--- config.mk ---
export PLATFORM = sky130hd
export DESIGN_NAME = vector_error_norm_accumulator
export DESIGN_NICKNAME = d
export VERILOG_FILES = /design/src/design/vena_pkg.sv /design/src/design/vena_mul.sv /design/src/design/vena_isqrt.sv /design/src/design/vena_ctrl.sv /design/src/design/vena_datapath.sv /design/src/design/vector_error_norm_accumulator.sv
export SDC_FILE = /design/constraint.sdc
export NUM_CORES = 2
export LEC_CHECK = 0
export ABC_CLOCK_PERIOD_IN_PS = 18600
export BUFFER_PORTS_ARGS = -buffer_cell sky130_fd_sc_hd__buf_2
export CAP_MARGIN = 0
export CORE_MARGIN = 10
export CORE_UTILIZATION = 45
export DETAILED_ROUTE_END_ITERATION = 8
export PLACE_DENSITY = 0.63
export SETUP_SLACK_MARGIN = 0.2
export SLEW_MARGIN = 0
export SYNTH_ARGS = -nofsm -noshare
export SYNTH_HDL_FRONTEND = slang
export SYNTH_SLANG_ARGS = --single-unit
export TNS_END_PERCENT = 10
--- constraint.sdc ---
create_clock -name clk -period 18.6 [get_ports clk]
set_input_delay 1.86 -clock clk [delete_from_list [all_inputs] [get_ports clk]]
set_output_delay 1.86 -clock clk [all_outputs]
set_load 0.1 [all_outputs]
--- src/design/vena_pkg.sv ---
`default_nettype none

package vena_pkg;

	// Fixed field widths
	localparam int unsigned DIFF_W  = 32;   // |a - b| never reaches 2^32
	localparam int unsigned L1_W    = 56;
	localparam int unsigned SQ_W    = 64;
	localparam int unsigned ROOT_W  = 32;
	localparam int unsigned MAX_W   = 33;
	localparam int unsigned WGT_W   = 24;
	localparam int unsigned OPND_W  = 64;
	localparam int unsigned PROD_W  = 128;
	localparam int unsigned PADDR_W = 3;
	localparam int unsigned PDATA_W = 32;

	// Register index, taken from paddr[2]
	localparam logic REG_WEIGHT_MODE = 1'b0;

	typedef enum logic [1:0] {
		MODE_NONE    = 2'd0,
		MODE_LINEAR  = 2'd1,
		MODE_SQUARED = 2'd2
	} weight_mode_t;

	typedef enum logic [1:0] {
		MSEL_WW = 2'd0,   // weight * weight
		MSEL_DW = 2'd1,   // diff * factor
		MSEL_DD = 2'd2,   // diff * diff
		MSEL_SW = 2'd3    // square * factor
	} mul_sel_t;

	typedef enum logic [3:0] {
		S_IDLE,
		S_WSQ_GO,
		S_WSQ_WAIT,
		S_L1_GO,
		S_L1_WAIT,
		S_SQ_GO,
		S_SQ_WAIT,
		S_SW_GO,
		S_SW_WAIT,
		S_ROOT_GO,
		S_ROOT_WAIT
	} state_t;

	typedef struct packed {
		logic     load;
		logic     mul_start;
		mul_sel_t mul_sel;
		logic     w_set;
		logic     l1_add;
		logic     sq_set;
		logic     sq_add;
		logic     root_start;
		logic     emit;
	} cmd_t;

	typedef struct packed {
		logic need_wsq;
		logic last;
		logic mul_busy;
		logic root_busy;
		logic out_free;
	} stat_t;

endpackage

`default_nettype wire

--- src/design/vena_mul.sv ---
`default_nettype none

module vena_mul
	import vena_pkg::*;
(
	input  wire logic                clk,
	input  wire logic                arst_n,
	input  wire logic                start,
	input  wire logic [OPND_W-1:0]   x,
	input  wire logic [OPND_W-1:0]   y,
	output logic                     busy,
	output logic [PROD_W-1:0]        prod
);

	localparam int unsigned HALF_W = OPND_W / 2;

	logic [OPND_W-1:0] x_q;
	logic [OPND_W-1:0] y_q;
	logic [2:0]        cnt_q;
	logic              busy_q;
	logic [OPND_W-1:0] pp_s1;
	logic [1:0]        sh_s1;
	logic [PROD_W-1:0] acc_q;

	logic [HALF_W-1:0] x_part;
	logic [HALF_W-1:0] y_part;
	logic [PROD_W-1:0] pp_aligned;

	// Partial products in order x0y0, x0y1, x1y0, x1y1
	assign x_part = cnt_q[1] ? x_q[OPND_W-1:HALF_W] : x_q[HALF_W-1:0];
	assign y_part = cnt_q[0] ? y_q[OPND_W-1:HALF_W] : y_q[HALF_W-1:0];

	always_comb begin
		case (sh_s1)
			2'd0:    pp_aligned = {{OPND_W{1'b0}}, pp_s1};
			2'd1:    pp_aligned = {{HALF_W{1'b0}}, pp_s1, {HALF_W{1'b0}}};
			2'd2:    pp_aligned = {pp_s1, {OPND_W{1'b0}}};
			default: pp_aligned = '0;
		endcase
	end

	always_ff @(posedge clk or negedge arst_n) begin
		if (!arst_n) begin
			busy_q <= 1'b0;
			cnt_q  <= '0;
		end else if (start) begin
			busy_q <= 1'b1;
			cnt_q  <= '0;
		end else if (busy_q) begin
			cnt_q <= cnt_q + 3'd1;
			if (cnt_q == 3'd4) begin
				busy_q <= 1'b0;
			end
		end
	end

	always_ff @(posedge clk) begin
		if (start) begin
			x_q   <= x;
			y_q   <= y;
			acc_q <= '0;
		end else if (busy_q) begin
			if (cnt_q != 3'd4) begin
				pp_s1 <= OPND_W'(x_part) * OPND_W'(y_part);
				sh_s1 <= 2'(cnt_q[1]) + 2'(cnt_q[0]);
			end
			if (cnt_q != 3'd0) begin
				acc_q <= acc_q + pp_aligned;
			end
		end
	end

	assign busy = busy_q;
	assign prod = acc_q;

endmodule

`default_nettype wire

--- src/design/vena_isqrt.sv ---
`default_nettype none

module vena_isqrt
	import vena_pkg::*;
(
	input  wire logic              clk,
	input  wire logic              arst_n,
	input  wire logic              start,
	input  wire logic [SQ_W-1:0]   radicand,
	output logic                   busy,
	output logic [ROOT_W-1:0]      root
);

	localparam int unsigned CNT_W = $clog2(ROOT_W);
	localparam int unsigned REM_W = ROOT_W + 3;

	logic [SQ_W-1:0]   rad_q;
	logic [REM_W-1:0]  rem_q;
	logic [ROOT_W-1:0] root_q;
	logic [CNT_W-1:0]  cnt_q;
	logic              busy_q;

	logic [REM_W-1:0]  rem_sh;
	logic [REM_W-1:0]  trial;
	logic              take;

	// One result bit per step: bring down two radicand bits, try 4*root+1
	assign rem_sh = {rem_q[REM_W-3:0], rad_q[SQ_W-1:SQ_W-2]};
	assign trial  = {1'b0, root_q, 2'b01};
	assign take   = (rem_sh >= trial);

	always_ff @(posedge clk or negedge arst_n) begin
		if (!arst_n) begin
			busy_q <= 1'b0;
			cnt_q  <= '0;
		end else if (start) begin
			busy_q <= 1'b1;
			cnt_q  <= '0;
		end else if (busy_q) begin
			cnt_q <= cnt_q + CNT_W'(1);
			if (cnt_q == CNT_W'(ROOT_W - 1)) begin
				busy_q <= 1'b0;
			end
		end
	end

	always_ff @(posedge clk) begin
		if (start) begin
			rad_q  <= radicand;
			rem_q  <= '0;
			root_q <= '0;
		end else if (busy_q) begin
			rad_q  <= {rad_q[SQ_W-3:0], 2'b00};
			rem_q  <= take ? (rem_sh - trial) : rem_sh;
			root_q <= {root_q[ROOT_W-2:0], take};
		end
	end

	assign busy = busy_q;
	assign root = root_q;

endmodule

`default_nettype wire

--- src/design/vena_ctrl.sv ---
`default_nettype none

module vena_ctrl
	import vena_pkg::*;
(
	input  wire logic  clk,
	input  wire logic  arst_n,
	input  wire logic  in_valid,
	output logic       in_stall,
	input  wire stat_t stat,
	output cmd_t       cmd
);

	state_t state_q;
	state_t state_d;

	always_ff @(posedge clk or negedge arst_n) begin
		if (!arst_n) begin
			state_q <= S_IDLE;
		end else begin
			state_q <= state_d;
		end
	end

	always_comb begin
		state_d  = state_q;
		cmd      = '0;
		in_stall = 1'b1;
		case (state_q)
			S_IDLE: begin
				in_stall = 1'b0;
				if (in_valid) begin
					cmd.load = 1'b1;
					state_d  = stat.need_wsq ? S_WSQ_GO : S_L1_GO;
				end
			end
			S_WSQ_GO: begin
				cmd.mul_start = 1'b1;
				cmd.mul_sel   = MSEL_WW;
				state_d       = S_WSQ_WAIT;
			end
			S_WSQ_WAIT: begin
				if (!stat.mul_busy) begin
					cmd.w_set = 1'b1;
					state_d   = S_L1_GO;
				end
			end
			S_L1_GO: begin
				cmd.mul_start = 1'b1;
				cmd.mul_sel   = MSEL_DW;
				state_d       = S_L1_WAIT;
			end
			S_L1_WAIT: begin
				if (!stat.mul_busy) begin
					cmd.l1_add = 1'b1;
					state_d    = S_SQ_GO;
				end
			end
			S_SQ_GO: begin
				cmd.mul_start = 1'b1;
				cmd.mul_sel   = MSEL_DD;
				state_d       = S_SQ_WAIT;
			end
			S_SQ_WAIT: begin
				if (!stat.mul_busy) begin
					cmd.sq_set = 1'b1;
					state_d    = S_SW_GO;
				end
			end
			S_SW_GO: begin
				cmd.mul_start = 1'b1;
				cmd.mul_sel   = MSEL_SW;
				state_d       = S_SW_WAIT;
			end
			S_SW_WAIT: begin
				if (!stat.mul_busy) begin
					cmd.sq_add = 1'b1;
					state_d    = stat.last ? S_ROOT_GO : S_IDLE;
				end
			end
			S_ROOT_GO: begin
				cmd.root_start = 1'b1;
				state_d        = S_ROOT_WAIT;
			end
			S_ROOT_WAIT: begin
				// hold the root until the square root is done and the output register frees up
				if (!stat.root_busy && stat.out_free) begin
					cmd.emit = 1'b1;
					state_d  = S_IDLE;
				end
			end
			default: begin
				state_d = S_IDLE;
			end
		endcase
	end

`ifndef ASSERT_OFF
	a_idle_units_quiet: assert property (@(posedge clk) disable iff (!arst_n)
		!in_stall |-> (!stat.mul_busy && !stat.root_busy))
		else $error("input taken while an arithmetic unit is busy");
`endif

endmodule

`default_nettype wire

--- src/design/vena_datapath.sv ---
`default_nettype none

module vena_datapath
	import vena_pkg::*;
#(
	parameter int unsigned FRAC_BITS = 16
)
(
	input  wire logic                       clk,
	input  wire logic                       arst_n,
	input  wire cmd_t                       cmd,
	output stat_t                           stat,
	input  wire logic [1:0]                 weight_mode,
	input  wire logic signed [DIFF_W-1:0]   value_a,
	input  wire logic signed [DIFF_W-1:0]   value_b,
	input  wire logic [WGT_W-1:0]           weight,
	input  wire logic                       last,
	output logic                            out_valid,
	input  wire logic                       out_stall,
	output logic [L1_W-1:0]                 l1_norm,
	output logic [ROOT_W-1:0]               l2_norm,
	output logic [MAX_W-1:0]                max_norm
);

	// Factor width: covers weight, weight^2 >> F and 1.0
	localparam int unsigned WSQ_W = 2 * WGT_W - FRAC_BITS;
	localparam int unsigned W_W   = (WSQ_W > FRAC_BITS + 1) ? WSQ_W : FRAC_BITS + 1;

	logic [DIFF_W-1:0] d_q;
	logic [WGT_W-1:0]  wgt_q;
	logic [W_W-1:0]    w_q;
	logic              last_q;
	logic [SQ_W-1:0]   sq_q;
	logic [L1_W-1:0]   abs_sum_q;
	logic [SQ_W-1:0]   square_sum_q;
	logic [DIFF_W-1:0] peak_q;
	logic              out_valid_q;
	logic [L1_W-1:0]   l1_q;
	logic [ROOT_W-1:0] l2_q;
	logic [MAX_W-1:0]  max_q;

	logic [DIFF_W:0]   diff;
	logic [DIFF_W-1:0] d_in;
	logic [OPND_W-1:0] mul_x;
	logic [OPND_W-1:0] mul_y;
	logic              mul_busy;
	logic [PROD_W-1:0] prod;
	logic              root_busy;
	logic [ROOT_W-1:0] root;
	logic [L1_W-1:0]   l1_term;
	logic [L1_W:0]     l1_sum;
	logic [SQ_W-1:0]   sq_term;
	logic [SQ_W:0]     sq_sum;

	assign diff = {value_a[DIFF_W-1], value_a} - {value_b[DIFF_W-1], value_b};
	assign d_in = diff[DIFF_W] ? DIFF_W'(-diff) : diff[DIFF_W-1:0];

	always_comb begin
		case (cmd.mul_sel)
			MSEL_WW: begin
				mul_x = OPND_W'(wgt_q);
				mul_y = OPND_W'(wgt_q);
			end
			MSEL_DW: begin
				mul_x = OPND_W'(d_q);
				mul_y = OPND_W'(w_q);
			end
			MSEL_DD: begin
				mul_x = OPND_W'(d_q);
				mul_y = OPND_W'(d_q);
			end
			MSEL_SW: begin
				mul_x = sq_q;
				mul_y = OPND_W'(w_q);
			end
			default: begin
				mul_x = '0;
				mul_y = '0;
			end
		endcase
	end

	vena_mul u_mul (
		.clk    (clk),
		.arst_n (arst_n),
		.start  (cmd.mul_start),
		.x      (mul_x),
		.y      (mul_y),
		.busy   (mul_busy),
		.prod   (prod)
	);

	vena_isqrt u_isqrt (
		.clk      (clk),
		.arst_n   (arst_n),
		.start    (cmd.root_start),
		.radicand (square_sum_q),
		.busy     (root_busy),
		.root     (root)
	);

	// Scale products back by 2^F and clamp at the accumulator ceiling
	assign l1_term = (|prod[PROD_W-1:L1_W+FRAC_BITS]) ? '1 : prod[L1_W+FRAC_BITS-1:FRAC_BITS];
	assign l1_sum  = {1'b0, abs_sum_q} + {1'b0, l1_term};
	assign sq_term = (|prod[PROD_W-1:SQ_W+FRAC_BITS]) ? '1 : prod[SQ_W+FRAC_BITS-1:FRAC_BITS];
	assign sq_sum  = {1'b0, square_sum_q} + {1'b0, sq_term};

	always_ff @(posedge clk) begin
		if (cmd.load) begin
			d_q    <= d_in;
			wgt_q  <= weight;
			last_q <= last;
			case (weight_mode)
				MODE_LINEAR: w_q <= W_W'(weight);
				default:     w_q <= W_W'(1) << FRAC_BITS;
			endcase
		end
		if (cmd.w_set) begin
			w_q <= W_W'(prod[2*WGT_W-1:FRAC_BITS]);
		end
		// d < 2^32, so d*d always fits 64 bits
		if (cmd.sq_set) begin
			sq_q <= prod[SQ_W-1:0];
		end
	end

	always_ff @(posedge clk or negedge arst_n) begin
		if (!arst_n) begin
			abs_sum_q    <= '0;
			square_sum_q <= '0;
			peak_q       <= '0;
		end else if (cmd.emit) begin
			abs_sum_q    <= '0;
			square_sum_q <= '0;
			peak_q       <= '0;
		end else begin
			if (cmd.load && (d_in > peak_q)) begin
				peak_q <= d_in;
			end
			if (cmd.l1_add) begin
				abs_sum_q <= l1_sum[L1_W] ? '1 : l1_sum[L1_W-1:0];
			end
			if (cmd.sq_add) begin
				square_sum_q <= sq_sum[SQ_W] ? '1 : sq_sum[SQ_W-1:0];
			end
		end
	end

	always_ff @(posedge clk or negedge arst_n) begin
		if (!arst_n) begin
			out_valid_q <= 1'b0;
		end else begin
			out_valid_q <= cmd.emit | (out_valid_q & out_stall);
		end
	end

	always_ff @(posedge clk) begin
		if (cmd.emit) begin
			l1_q  <= abs_sum_q;
			l2_q  <= root;
			max_q <= MAX_W'(peak_q);
		end
	end

	assign stat.need_wsq  = (weight_mode == MODE_SQUARED);
	assign stat.last      = last_q;
	assign stat.mul_busy  = mul_busy;
	assign stat.root_busy = root_busy;
	assign stat.out_free  = !out_valid_q || !out_stall;

	assign out_valid = out_valid_q;
	assign l1_norm   = l1_q;
	assign l2_norm   = l2_q;
	assign max_norm  = max_q;

`ifndef ASSERT_OFF
	a_mul_not_restarted: assert property (@(posedge clk) disable iff (!arst_n)
		cmd.mul_start |-> !mul_busy)
		else $error("multiplier restarted while busy");

	a_clear_after_emit: assert property (@(posedge clk) disable iff (!arst_n)
		cmd.emit |=> (abs_sum_q == '0 && square_sum_q == '0 && peak_q == '0))
		else $error("accumulators not cleared after result");
`endif

endmodule

`default_nettype wire

--- src/design/vector_error_norm_accumulator.sv ---
// Vector error norm accumulator: L1, L2 and Linf of a - b over a streamed range.
// Input channel: one element pair per transfer (value_a, value_b, weight, last),
// accepted when in_valid is high and in_stall is low. Raise last on the final
// element of the range; that transfer produces exactly one result.
// Output channel: l1_norm, l2_norm, max_norm with out_valid/out_stall; the
// result sits in an output register, so the block keeps taking elements while
// a finished result waits for the receiver.
// in_stall stays high until an element is done, so the block takes no new
// element mid-sequence. The shared 64x64 multiplier, built from four 32x32
// partial products, runs three products per element (four in squared mode).
// The last element adds the 32-step square root before its result is stored,
// and the store waits while out_stall holds the previous result; the next
// element waits until the result is stored.
// weight_mode sits at APB byte address 0; write it only while the block is idle.
// Reset clears the accumulators, the weight mode (no weight) and out_valid.
`default_nettype none

module vector_error_norm_accumulator
	import vena_pkg::*;
#(
	parameter int unsigned FRAC_BITS = 16
)
(
	input  wire logic                       clk,
	input  wire logic                       arst_n,
	// APB configuration port
	input  wire logic                       psel,
	input  wire logic                       penable,
	input  wire logic                       pwrite,
	input  wire logic [PADDR_W-1:0]         paddr,
	input  wire logic [PDATA_W-1:0]         pwdata,
	output logic [PDATA_W-1:0]              prdata,
	output logic                            pready,
	// element input channel
	input  wire logic                       in_valid,
	output logic                            in_stall,
	input  wire logic signed [DIFF_W-1:0]   value_a,
	input  wire logic signed [DIFF_W-1:0]   value_b,
	input  wire logic [WGT_W-1:0]           weight,
	input  wire logic                       last,
	// result output channel
	output logic                            out_valid,
	input  wire logic                       out_stall,
	output logic [L1_W-1:0]                 l1_norm,
	output logic [ROOT_W-1:0]               l2_norm,
	output logic [MAX_W-1:0]                max_norm
);

	logic [1:0] weight_mode_q;
	logic       reg_sel;
	cmd_t       cmd;
	stat_t      stat;

	// Decode the word index; byte lanes within the word are ignored
	assign reg_sel = (paddr[2] == REG_WEIGHT_MODE);
	assign pready  = 1'b1;
	assign prdata  = reg_sel ? PDATA_W'(weight_mode_q) : '0;

	// Mode 3 is kept as written and acts as no weight
	always_ff @(posedge clk or negedge arst_n) begin
		if (!arst_n) begin
			weight_mode_q <= MODE_NONE;
		end else if (psel && penable && pwrite && pready && reg_sel) begin
			weight_mode_q <= pwdata[1:0];
		end
	end

	// Sequence each element through the shared multiplier and square root
	vena_ctrl u_ctrl (
		.clk      (clk),
		.arst_n   (arst_n),
		.in_valid (in_valid),
		.in_stall (in_stall),
		.stat     (stat),
		.cmd      (cmd)
	);

	// Accumulators, operand registers and the output register
	vena_datapath #(
		.FRAC_BITS (FRAC_BITS)
	) u_datapath (
		.clk         (clk),
		.arst_n      (arst_n),
		.cmd         (cmd),
		.stat        (stat),
		.weight_mode (weight_mode_q),
		.value_a     (value_a),
		.value_b     (value_b),
		.weight      (weight),
		.last        (last),
		.out_valid   (out_valid),
		.out_stall   (out_stall),
		.l1_norm     (l1_norm),
		.l2_norm     (l2_norm),
		.max_norm    (max_norm)
	);

`ifndef ASSERT_OFF
	a_no_result_without_last: assert property (@(posedge clk) disable iff (!arst_n)
		(in_valid && !in_stall && !last) |=> !cmd.emit)
		else $error("result emitted right after a non-final element");
`endif

endmodule

`default_nettype wire
==> flow_summary.toml <==
[clock_tree]
clock-sinks = 861
htreeDepth = 3
cts_root_buf = "clkbuf_16"
post_cts_resized = 0
cts_max_path_buffers = 3
clk_pin_slew_worst_paths_ps = 70
cts-hold-fix-buffers = 0
postCtsSetupRepairBufs = 0
cts_buffers = 93
cts_tree = "yes"
clock_latency_ps = 750

[floorplanning]
die_h_um = 458
die_x_um = 458
row_count = 160
die_area_sq_um = 210000
core_area_sq_um = 191000
ios = 287
start_util_pct = 45.3

[synthesis]
synth_fa_ha_area_share_pct = 29.8
yosys_register_bits = 861
synth_area_sq_um = 86400
ys_warn_count = 0
yosysTopAreaCellShare_pct = 20.9
yosysSeqAreaShare_pct = 26.7
syn-mean-instance-area_sq_um = 8.99
synth_mux_area_share_pct = 2.20
yosys-top-cells-count = "nand2_1 (1202), inv_1 (1083), nor2_1 (1048)"
yosys.area_share.simple_pct = 16.0
synth_top_family_by_area = "adder cells"
ys_async_sr_fraction_pct = 19.6
synth-xor-area-share_pct = 3.71
yosysTopAreaCell = "fa_1"
synth_area_leaders = "fa_1 (21%), edfxtp_1 (17%), ha_1 (8.9%), nand2_1 (5.2%), dfrtp_1 (4.9%)"
yosysMostFrequentCell = "nand2_1"
synth_edf_count = 499
syn-instance-count = 9612
synthFlopType = "edfxtp_1"
synth_compound_area_share_pct = 14.4
synth_cell_types = 111

[status]
outcome = "finished, final reports clean"

[global_route]
antenna_found_initial = 32
track_usage_pct = 28.1
grt_pass1_wl_um = 452000
grt_max_degree = 103
grt_overflow = 0
grt_pass1_vias = 71700

[detailed_routing]
drt-pass1-iter-count = 6
dr_total_vias = 71700
ant_nets = 0
drt_wl_total_um = 301000
drtIter0Drc = 6369
viasPerCell = 5.88
wl_per_cell_um = 24.7
drc = 0

[sta]
finalCriticalPeriod_ps = 10690
setup_tns_ps = 0
tightest_slew_ps = 1350
relSlewSlack_pct = 9.07
period_share_pct = 57.5
setup_viol = 0
rsz0062_at_grt = "no"
fmax_ghz = 0.0936
slew_viol_final = 0
final.setup_skew_ps = 66.5
hold_viol = 0

[worst_setup_path]
critPathKind = "flip-flop to flip-flop"
cp_common_cell = "fa_1"
cp_slowest_cell = "mux2_2"
endpoint_kind = "flip-flop"
crit_required_ps = 19080
crit_path_max_incr_delay_ps = 830
cp.arrival_ps = 11170
crit_path_max_fanout = 36
critPathLaunchType = "flip-flop"

[placement]
place.port_buffers = 222
gp_congestion = 0.962
dp_hpwl_um = 230000

[finish]
syn_to_final_growth_pct = 7.95
drive_above_1_share_pct = 7.91
layout.nets = 11200

[flow_run]
maxCapViolCount = 0

[min_path]
hp-class = "flip-flop to flip-flop"
[kinds of logic after synthesis]
family                     Yosys count
buffers and inverters             1631
other                                2
and+or+nand+nor                   3108
xor gates and xnor gates           366
muxes                              181
adders and majority gates         1515
DFF                                861
AOI/OAI and AO/OA                 1948
[flip-flops by register name (all words and copies together), names as in the netlist, 24 cells and up]
| register | cells |
|---|---|
| u_datapath.abs_sum_q | 56 |
| u_datapath.d_q | 32 |
| u_datapath.l1_norm | 56 |
| u_datapath.l2_norm | 32 |
| u_datapath.max_norm | 32 |
| u_datapath.peak_q | 32 |
| u_datapath.sq_q | 64 |
| u_datapath.square_sum_q | 64 |
| u_datapath.u_isqrt.rad_q | 64 |
| u_datapath.u_isqrt.rem_q | 33 |
| u_datapath.u_isqrt.root | 32 |
| u_datapath.u_mul.pp_s1 | 64 |
| u_datapath.u_mul.prod | 128 |
| u_datapath.u_mul.x_q | 64 |
| u_datapath.u_mul.y_q | 32 |
| u_datapath.w_q | 32 |
| u_datapath.wgt_q | 24 |
[final cells by class]
class / instances / area, sq um
fill: 18100 / 97300
timing repair buffer: 372 / 2250
multi-input combinational: 7150 / 57400
inverter: 1086 / 4090
clock inverter: 59 / 738
sequential: 861 / 23100
tap: 2511 / 3140
clock buffer: 117 / 2520
antenna: 29 / 72.6
[worst paths after layout]
kind | startpoint | end | slack [ps] | cells after the start
worst max-delay path | u_datapath.u_mul.cnt_q[1] | u_datapath.u_mul.pp_s1[61] | 7910 | 30
worst min-delay path | u_datapath.peak_q[17] | u_datapath.max_norm[17] | 440 | 0
worst max register to register | u_datapath.u_mul.cnt_q[1] | u_datapath.u_mul.pp_s1[61] | 7910 | 30
worst min register to register | u_datapath.peak_q[17] | u_datapath.max_norm[17] | 440 | 0
max in group asynchronous | arst_n | u_datapath.u_isqrt.busy | 16080 | 2
min in group asynchronous | arst_n | u_datapath.abs_sum_q[27] | 1130 | 1
[per-layer routing]
| layer | wire (um) | GRT usage [%] | up-vias |
|---|---|---|---|
| met2 | 131000 | 43.2 | 3257 |
| met1 | 125000 | 37.1 | 35700 |
| met5 | 54 | 0 | - |
| met4 | 18400 | 14.8 | 8 |
| li1 | - | - | 32000 |
| met3 | 26600 | 6.04 | 677 |
[cell usage in the layout, fill, tap and decap left out, types with 163 or more instances in the layout]
cell type  synthesis  layout
a21o_1           264     263
a21oi_1          689     688
buf_2             24     221
dfrtp_1          169     167
dfxtp_1          193     193
edfxtp_1         499     499
fa_1             900     900
ha_1             615     614
inv_1           1083    1080
nand2_1         1202    1202
nor2_1          1048    1044
o21ai_0          312     312
xnor2_1          203     203
xor2_1           163     163
[worst max-delay path, delay by kind of cell, from the launching register on]
family | cells | cell delay (ps)
buffers and inverters | 7 | 1120
adder cells (fa/ha/maj) | 9 | 4550
AND/OR/NAND/NOR | 5 | 870
flip-flops | 1 | 760
AO/OA/AOI/OAI | 7 | 1780
multiplexers | 1 | 830
XOR/XNOR | 1 | 410
[through the flow]
| step | hold slack [ps] | cells | area (sq um) | worst slack (ps) | utilization [%] |
|---|---|---|---|---|---|
| after floorplan | 425 | 9642 | 86500 | 9500 | - |
| after global routing | 459 | 12200 | 93200 | 7510 | 48.9 |
| after global placement | 432 | 12000 | 89900 | 8140 | 47.2 |
| after CTS | 441 | 12200 | 93200 | 8040 | 48.9 |
| final | 443 | 12200 | 93200 | 7910 | 48.9 |
| after detailed placement | 436 | 12000 | 89900 | 8120 | 47.2 |
Power is not shown: default switching activity piles up to over one toggle a cycle in this logic, so the estimate is an artifact.
